**src/rtl/core/hcrc_pkg.sv**
```systemverilog
package hcrc_pkg;

	localparam logic [2:0] PH_PREFIX      = 3'd0;
	localparam logic [2:0] PH_DIGITS      = 3'd1;
	localparam logic [2:0] PH_SPACE       = 3'd2;
	localparam logic [2:0] PH_STATUS_REST = 3'd3;
	localparam logic [2:0] PH_HEADERS     = 3'd4;
	localparam logic [2:0] PH_ESTABLISHED = 3'd5;
	localparam logic [2:0] PH_MALFORMED   = 3'd6;
	localparam logic [2:0] PH_BAD_STATUS  = 3'd7;

	localparam logic [1:0] VERDICT_BUSY        = 2'd0;
	localparam logic [1:0] VERDICT_ESTABLISHED = 2'd1;
	localparam logic [1:0] VERDICT_MALFORMED   = 2'd2;
	localparam logic [1:0] VERDICT_BAD_STATUS  = 2'd3;

	localparam logic [3:0] PREFIX_LEN = 4'd9;
	localparam logic [1:0] DIGIT_COUNT = 2'd3;
	localparam logic [9:0] STATUS_LOW  = 10'd200;
	localparam logic [9:0] STATUS_HIGH = 10'd300;

	localparam logic [7:0] CH_TAB   = 8'h09;
	localparam logic [7:0] CH_LF    = 8'h0a;
	localparam logic [7:0] CH_CR    = 8'h0d;
	localparam logic [7:0] CH_SPACE = 8'h20;
	localparam logic [7:0] CH_COLON = 8'h3a;
	localparam logic [7:0] CH_DEL   = 8'h7f;

	typedef struct packed {
		logic [2:0] phase;
		logic [3:0] prefix_pos;
		logic [9:0] status;
		logic       saw_cr;
		logic       at_line_start;
		logic       in_field_name;
	} parse_state_t;

	localparam parse_state_t STATE_RESET = '{
		phase: PH_PREFIX,
		prefix_pos: 4'd0,
		status: 10'd0,
		saw_cr: 1'b0,
		at_line_start: 1'b0,
		in_field_name: 1'b0
	};

	function automatic logic [7:0] prefix_char(input logic [3:0] pos);
		logic [7:0] ch;
		case (pos)
			4'd0: ch = 8'h48;
			4'd1: ch = 8'h54;
			4'd2: ch = 8'h54;
			4'd3: ch = 8'h50;
			4'd4: ch = 8'h2f;
			4'd5: ch = 8'h31;
			4'd6: ch = 8'h2e;
			4'd7: ch = 8'h31;
			default: ch = CH_SPACE;
		endcase
		return ch;
	endfunction

	function automatic logic is_valid_char(input logic [7:0] c);
		logic ok;
		if (c >= CH_DEL) begin
			ok = 1'b0;
		end else if (c < CH_SPACE) begin
			ok = (c == CH_LF) || (c == CH_CR) || (c == CH_TAB);
		end else begin
			ok = 1'b1;
		end
		return ok;
	endfunction

	function automatic logic is_digit(input logic [7:0] c);
		return (c >= 8'h30) && (c <= 8'h39);
	endfunction

	function automatic logic is_token_char(input logic [7:0] c);
		logic ok;
		ok = is_digit(c) || ((c >= 8'h61) && (c <= 8'h7a)) || ((c >= 8'h41) && (c <= 8'h5a));
		case (c)
			8'h21, 8'h23, 8'h24, 8'h25, 8'h26, 8'h27, 8'h2a, 8'h2b,
			8'h2d, 8'h2e, 8'h5e, 8'h5f, 8'h60, 8'h7c, 8'h7e: ok = 1'b1;
			default: ;
		endcase
		return ok;
	endfunction

endpackage

```
**src/rtl/core/hcrc_step.sv**
```systemverilog
module hcrc_step (
	input  hcrc_pkg::parse_state_t cur,
	input  logic [7:0]             data_byte,
	input  logic                   begin_req,
	output hcrc_pkg::parse_state_t nxt,
	output logic [1:0]             verdict
);

	hcrc_pkg::parse_state_t st;
	logic                   valid_c;
	logic                   bare_lf;
	logic [9:0]             times_ten;

	always_comb begin
		st = begin_req ? hcrc_pkg::STATE_RESET : cur;
		nxt = st;
		valid_c = hcrc_pkg::is_valid_char(data_byte);
		bare_lf = !st.saw_cr && (data_byte == hcrc_pkg::CH_LF);
		times_ten = {st.status[6:0], 3'b000} + {st.status[8:0], 1'b0};

		case (st.phase)
			hcrc_pkg::PH_PREFIX: begin
				if (st.prefix_pos < hcrc_pkg::PREFIX_LEN
						&& data_byte == hcrc_pkg::prefix_char(st.prefix_pos)) begin
					if (st.prefix_pos + 4'd1 >= hcrc_pkg::PREFIX_LEN) begin
						nxt.phase = hcrc_pkg::PH_DIGITS;
						nxt.prefix_pos = 4'd0;
					end else begin
						nxt.prefix_pos = st.prefix_pos + 4'd1;
					end
				end else begin
					nxt.phase = hcrc_pkg::PH_MALFORMED;
				end
			end
			hcrc_pkg::PH_DIGITS: begin
				if (hcrc_pkg::is_digit(data_byte)) begin
					nxt.status = times_ten + {6'd0, data_byte[3:0]};
					nxt.prefix_pos = st.prefix_pos + 4'd1;
					if (st.prefix_pos + 4'd1 >= {2'd0, hcrc_pkg::DIGIT_COUNT}) begin
						nxt.phase = hcrc_pkg::PH_SPACE;
					end
				end else begin
					nxt.phase = hcrc_pkg::PH_MALFORMED;
				end
			end
			hcrc_pkg::PH_SPACE: begin
				if (data_byte != hcrc_pkg::CH_SPACE) begin
					nxt.phase = hcrc_pkg::PH_MALFORMED;
				end else if (st.status < hcrc_pkg::STATUS_LOW
						|| st.status >= hcrc_pkg::STATUS_HIGH) begin
					nxt.phase = hcrc_pkg::PH_BAD_STATUS;
				end else begin
					nxt.phase = hcrc_pkg::PH_STATUS_REST;
				end
			end
			hcrc_pkg::PH_STATUS_REST: begin
				if (!valid_c || bare_lf) begin
					nxt.phase = hcrc_pkg::PH_MALFORMED;
				end else if (st.saw_cr) begin
					if (data_byte != hcrc_pkg::CH_LF) begin
						nxt.phase = hcrc_pkg::PH_MALFORMED;
					end else begin
						nxt.saw_cr = 1'b0;
						nxt.at_line_start = 1'b1;
						nxt.phase = hcrc_pkg::PH_HEADERS;
					end
				end else begin
					nxt.saw_cr = (data_byte == hcrc_pkg::CH_CR);
				end
			end
			hcrc_pkg::PH_HEADERS: begin
				if (!valid_c || bare_lf) begin
					nxt.phase = hcrc_pkg::PH_MALFORMED;
				end else if (st.saw_cr) begin
					if (data_byte != hcrc_pkg::CH_LF) begin
						nxt.phase = hcrc_pkg::PH_MALFORMED;
					end else if (st.at_line_start) begin
						// blank line closes the header block
						nxt.phase = hcrc_pkg::PH_ESTABLISHED;
					end else begin
						nxt.saw_cr = 1'b0;
						nxt.at_line_start = 1'b1;
					end
				end else if (st.in_field_name) begin
					if (data_byte == hcrc_pkg::CH_COLON) begin
						nxt.in_field_name = 1'b0;
					end else if (!hcrc_pkg::is_token_char(data_byte)) begin
						nxt.phase = hcrc_pkg::PH_MALFORMED;
					end
				end else if (st.at_line_start) begin
					if (data_byte == hcrc_pkg::CH_CR) begin
						nxt.saw_cr = 1'b1;
					end else if (hcrc_pkg::is_token_char(data_byte)) begin
						nxt.at_line_start = 1'b0;
						nxt.in_field_name = 1'b1;
					end else begin
						nxt.phase = hcrc_pkg::PH_MALFORMED;
					end
				end else begin
					nxt.saw_cr = (data_byte == hcrc_pkg::CH_CR);
				end
			end
			default: ;
		endcase

		case (nxt.phase)
			hcrc_pkg::PH_ESTABLISHED: verdict = hcrc_pkg::VERDICT_ESTABLISHED;
			hcrc_pkg::PH_MALFORMED:   verdict = hcrc_pkg::VERDICT_MALFORMED;
			hcrc_pkg::PH_BAD_STATUS:  verdict = hcrc_pkg::VERDICT_BAD_STATUS;
			default:                  verdict = hcrc_pkg::VERDICT_BUSY;
		endcase
	end

endmodule

```
**src/rtl/core/http_connect_reply_checker_core.sv**
```systemverilog
// Checks a proxy's reply to an HTTP CONNECT request, one byte per transaction. Every byte
// gives one result: verdict (0 in progress, 1 established, 2 malformed, 3 status not 2xx)
// and the status code gathered so far; a verdict other than 0 holds until a byte arrives
// with the begin flag set, which restarts the parser on that byte. A byte passes through the input
// register, then the parser state update, then the result register; the block takes one byte every
// cycle unless the result register holds an unaccepted result while m_tready is low.
module http_connect_reply_checker_core (
	input  logic        clk,
	input  logic        arst_n,
	input  logic        s_tvalid,
	output logic        s_tready,
	input  logic [7:0]  s_tdata,  // [7:0] data_byte
	input  logic        s_tuser,  // [0] begin_req
	output logic        m_tvalid,
	input  logic        m_tready,
	output logic [15:0] m_tdata   // [1:0] verdict, [11:2] status_code, [15:12] zero
);

	logic                   valid_s1;
	logic [7:0]             byte_s1;
	logic                   begin_s1;
	logic                   valid_s2;
	logic [1:0]             verdict_s2;
	logic [9:0]             status_s2;
	hcrc_pkg::parse_state_t state_q;
	hcrc_pkg::parse_state_t state_nxt;
	logic [1:0]             verdict_nxt;
	logic                   advance;

	assign advance  = valid_s1 && (!valid_s2 || m_tready);
	assign s_tready = !valid_s1 || advance;

	hcrc_step u_step (
		.cur       (state_q),
		.data_byte (byte_s1),
		.begin_req (begin_s1),
		.nxt       (state_nxt),
		.verdict   (verdict_nxt)
	);

	always_ff @(posedge clk or negedge arst_n) begin
		if (!arst_n) begin
			valid_s1 <= 1'b0;
			valid_s2 <= 1'b0;
			state_q  <= hcrc_pkg::STATE_RESET;
		end else begin
			if (s_tready) begin
				valid_s1 <= s_tvalid;
			end
			if (advance) begin
				valid_s2 <= 1'b1;
				state_q  <= state_nxt;
			end else if (m_tready) begin
				valid_s2 <= 1'b0;
			end
		end
	end

	always_ff @(posedge clk) begin
		if (s_tready && s_tvalid) begin
			byte_s1  <= s_tdata;
			begin_s1 <= s_tuser;
		end
		if (advance) begin
			verdict_s2 <= verdict_nxt;
			status_s2  <= state_nxt.status;
		end
	end

	assign m_tvalid = valid_s2;
	assign m_tdata  = {4'd0, status_s2, verdict_s2};

endmodule

```
**config.mk**
```make
export PLATFORM = sky130hd
export DESIGN_NAME = http_connect_reply_checker_core
export DESIGN_NICKNAME = d
export VERILOG_FILES = /design/src/rtl/core/hcrc_pkg.sv /design/src/rtl/core/hcrc_step.sv /design/src/rtl/core/http_connect_reply_checker_core.sv
export SDC_FILE = /design/constraint.sdc
export NUM_CORES = 1
export LEC_CHECK = 0
export BUFFER_PORTS_ARGS = -buffer_cell sky130_fd_sc_hd__buf_2
export CAP_MARGIN = 20
export CELL_PAD_IN_SITES_DETAIL_PLACEMENT = 1
export CELL_PAD_IN_SITES_GLOBAL_PLACEMENT = 1
export CORE_MARGIN = 5
export CORE_UTILIZATION = 30
export CTS_CLUSTER_DIAMETER = 80
export DETAILED_ROUTE_END_ITERATION = 12
export PLACE_DENSITY = 0.67
export SLEW_MARGIN = 15
export SYNTH_ARGS = -nofsm -noshare
export SYNTH_HDL_FRONTEND = slang
export SYNTH_HIERARCHICAL = 1
export SYNTH_SLANG_ARGS = --single-unit
```
**constraint.sdc**
```tcl
create_clock -name clk -period 7.5 [get_ports clk]
set_input_delay 2.25 -clock clk [delete_from_list [all_inputs] [get_ports clk]]
set_output_delay 2.25 -clock clk [all_outputs]
set_load 0.01 [all_outputs]
```
==> insert_results.sql <==
INSERT INTO impl_metrics (metric_group, metric, value, unit) VALUES
('status', 'status', 'completed', ''),
('timing', 'final_setup_viols', '0', ''),
('yosys', 'ys_dominant_reg_cell', 'dfrtp_1', ''),
('yosys', 'synthArstFlopShare', '51.2', '%'),
('yosys', 'synthesis.area', '3400', 'um2'),
('routing', 'drtAntennaViolNets', '0', ''),
('cts', 'cts_made_buffers', '5', ''),
('yosys', 'synth_edf_count', '21', ''),
('cts', 'cts_tree', 'done', ''),
('finish', 'layout.cells.most_common', 'buf_2', ''),
('routing', 'routed_wl', '8480', 'um'),
('timing', 'maxSlewViolCount', '0', ''),
('yosys', 'count_of_warnings_emitted_by_yosys', '6', ''),
('finish', 'final_cell_area', '3730', 'um2'),
('routing', 'route.met3.wl', '233', 'um'),
('timing', 'rsz0062_at_grt', 'false', ''),
('setup_path', 'worst_ep_required_time', '5.25', 'ns'),
('routing', 'detail_route.wl_per_cell', '16.9', 'um'),
('power', 'power-per-cell-area', '179', 'nW/um2'),
('timing', 'final.min_clock_period', '4.95', 'ns'),
('routing', 'met2RoutedLength', '4070', 'um'),
('placed_design', 'port-buffer-count', '26', ''),
('die', 'die_height', '116', 'um'),
('cts', 'clock_tree.root_cell', 'clkbuf_16', ''),
('routing', 'post-route-drc-count', '0', ''),
('global_routing', 'grt_max_degree', '26', ''),
('cts', 'clkTransAtPathRegs', '0.06', 'ns'),
('die', 'core_region_area', '11000', 'um2'),
('power', 'worst_ir_drop_vdd', '0.0739', 'mV'),
('setup_path', 'path_delay_family', 'buffers and inverters', ''),
('routing', 'detail_route.wirelength.met1', '4090', 'um'),
('die', 'horizontal_die_dimension', '116', 'um'),
('global_routing', 'grt_util_all_layers', '13.2', '%'),
('finish', 'final_nets', '395', ''),
('cts', 'cts-root-to-sink-buffers', '2', ''),
('timing', 'tightest_slew', '0.809', 'ns'),
('yosys', 'synth-seq-area-share', '34.8', '%'),
('power', 'power_leakage', '1.58', 'nW'),
('die', 'floorplan.initialDensity', '30.9', '%'),
('die', 'floorplan.io_pins', '31', ''),
('timing', 'finalCritPeriodShare', '66.0', '%'),
('timing', 'final_hold_violating_endpoints', '0', ''),
('cts', 'cts.htree.levels', '2', ''),
('run', 'maxCapViolations', '0', ''),
('routing', 'first_iter_violations', '108', ''),
('yosys', 'syn-mean-instance-area', '9.79', 'um2'),
('finish', 'finish.utilization', '33.9', '%'),
('setup_path', 'timing.critical_path.from_type', 'input pin', ''),
('finish', 'insertedDiodeCount', '0', ''),
('routing', 'highest-signal-layer', 'met4', ''),
('timing', 'setup_total_negative_slack', '0', 'ns'),
('cts', 'cts_hold_repair.buffers', '0', ''),
('global_routing', 'grt_pass1_wl', '14200', 'um'),
('global_routing', 'antenna_found_initial', '0', ''),
('cts', 'cts_post_setup_buffers_inserted', '0', ''),
('placed_design', 'placedInstanceArea', '3590', 'um2'),
('yosys', 'synthCells', '347', ''),
('cts', 'post_cts_resized', '0', ''),
('finish', 'layout-drive-gt1-share', '19.9', '%'),
('timing', 'fmax', '202', 'MHz'),
('die', 'row_count', '38', ''),
('yosys', 'synth.ff_latch_count', '43', ''),
('cts', 'clkLatencyLatePin', '0.29', 'ns'),
('min_path', 'min-delay-path-class', 'register to register', ''),
('finish', 'layout-area-overhead-vs-synth', '9.72', '%'),
('setup_path', 'cp_slowest_stage_delay', '0.18', 'ns'),
('routing', 'route.vias.total', '2644', ''),
('routing', 'vias_per_cell', '5.27', ''),
('yosys', 'synth.distinct_cells', '71', ''),
('placed_design', 'detailed_placer_s_ending_hpwl', '6090', 'um'),
('global_routing', 'number_of_global_route_vias_before_repair', '2814', ''),
('cts', 'cts.sink_count', '43', ''),
('setup_path', 'slowest_cell_on_the_critical_path', 'nand3b_1', ''),
('finish', 'mostFrequentLayoutCells', 'buf_2 (26), a21oi_1 (25), nor2_1 (24)', ''),
('routing', 'dr_pass1_iterations', '4', ''),
('setup_path', 'worstPathArrival', '2.70', 'ns'),
('setup_path', 'cp_num_buf_inv', '2', ''),
('die', 'die_area', '13600', 'um2'),
('timing', 'finClkSkew', '0.00868', 'ns'),
('setup_path', 'crit_path_max_fanout', '3', ''),
('setup_path', 'critPathKind', 'input pin to primary output', ''),
('setup_path', 'crit_top_cell', 'buf_2', ''),
('placed_design', 'gpl.final_weighted_congestion', '0.761', ''),
('setup_path', 'cp_cell_sequence', 'buf_2, nand3b_1, buf_2', ''),
('global_routing', 'grt_overflow_total', '0', ''),
('timing', 'timing.max_slew.rel_slack', '45.6', '%'),
('setup_path', 'timing.critical_path.to_type', 'primary output', '');
==> worst paths after layout <==
check | start | cells after the start | to | slack (ns)
setup / recovery | m_tready | 3 | s_tready | 2.55
hold / removal | state_q[4]$_DFFE_PN0P_ | 1 | state_q[4]$_DFFE_PN0P_ | 0.51
setup reg to reg | begin_s1$_DFFE_PP_ | 12 | state_q[15]$_DFFE_PN0P_ | 3.93
hold reg to reg | state_q[4]$_DFFE_PN0P_ | 1 | state_q[4]$_DFFE_PN0P_ | 0.51
max in group asynchronous | arst_n | 1 | m_tvalid$_DFFE_PN0P_ | 5.16
min in group asynchronous | arst_n | 1 | state_q[0]$_DFFE_PN0P_ | 1.94
==> area by class of cell <==
| type | count | area, um2 |
|---|---|---|
| Clock inverter | 2 | 12.5 |
| Timing Repair Buffer | 27 | 138 |
| Inverter | 14 | 52.6 |
| Sequential cell | 43 | 1180 |
| Tap cell | 140 | 175 |
| Fill cell | 1252 | 7250 |
| Clock buffer | 6 | 129 |
| Multi-Input combinational cell | 270 | 2040 |
==> per-layer routing <==
metal	track usage [%]	up-vias
met2	21.7	41
met5	0	-
met3	1.87	7
met4	3.48	0
li1	-	1284
met1	18.1	1312
==> kinds of logic after synthesis <==
| family | synth area share [%] |
|---|---|
| AOI/OAI and AO/OA | 15.9 |
| other | 0.110 |
| buffers and inverters | 5.52 |
| adders and majority gates | 8.17 |
| DFF | 34.8 |
| and+or+nand+nor | 21.0 |
| muxes | 10.7 |
| xor gates and xnor gates | 3.87 |
==> sequential cells by signal, indices dropped and copies added, names as in the netlist <==
name and count:
state_q 20, byte_s1 8, valid_s1 1, m_tvalid 1
status_s2 10, begin_s1 1, verdict_s2 2
==> synth_stat cells, types with 3 or more instances <==
master / n / area share, %
mux2_4: 19 / 8.4
dfrtp_1: 22 / 16
clkbuf_1: 9 / 0.99
nand3b_1: 3 / 0.66
edfxtp_1: 21 / 19
nand2_1: 20 / 2.2
a21o_1: 3 / 0.66
nand3_1: 6 / 0.88
o31ai_1: 4 / 0.88
mux2_2: 6 / 2.0
nor2b_1: 13 / 2.4
or3_1: 6 / 1.1
buf_6: 3 / 0.99
buf_2: 6 / 0.88
nor2_1: 24 / 2.7
xnor2_1: 12 / 3.1
o21ai_0: 14 / 2.1
nand2b_1: 12 / 2.2
a2bb2oi_1: 3 / 0.77
ha_1: 19 / 7.0
xor2_1: 3 / 0.77
a21oi_1: 25 / 3.7
nor3_1: 13 / 1.9
buf_4: 5 / 1.1
inv_1: 14 / 1.5
nor4_1: 3 / 0.55
==> power breakdown <==
part / total, W / switching (W) / internal [W]
clock: 0.000219 / 0.0000960 / 0.000123
sequential: 0.000299 / 0.0000330 / 0.000266
combinational: 0.000147 / 0.0000817 / 0.0000653
==> metrics by stage <==
stage	total power (W)	instances	worst slack (ns)	hold WS, ns
floorplan	0.000412	350	2.79	0.473
global placement	0.000447	494	2.58	0.485
detailed placement	0.000451	494	2.54	0.490
CTS	0.000673	502	2.54	0.509
global route	0.000700	502	2.50	0.521
finish	0.000666	502	2.55	0.509
Power figures use the tool's default switching activity.
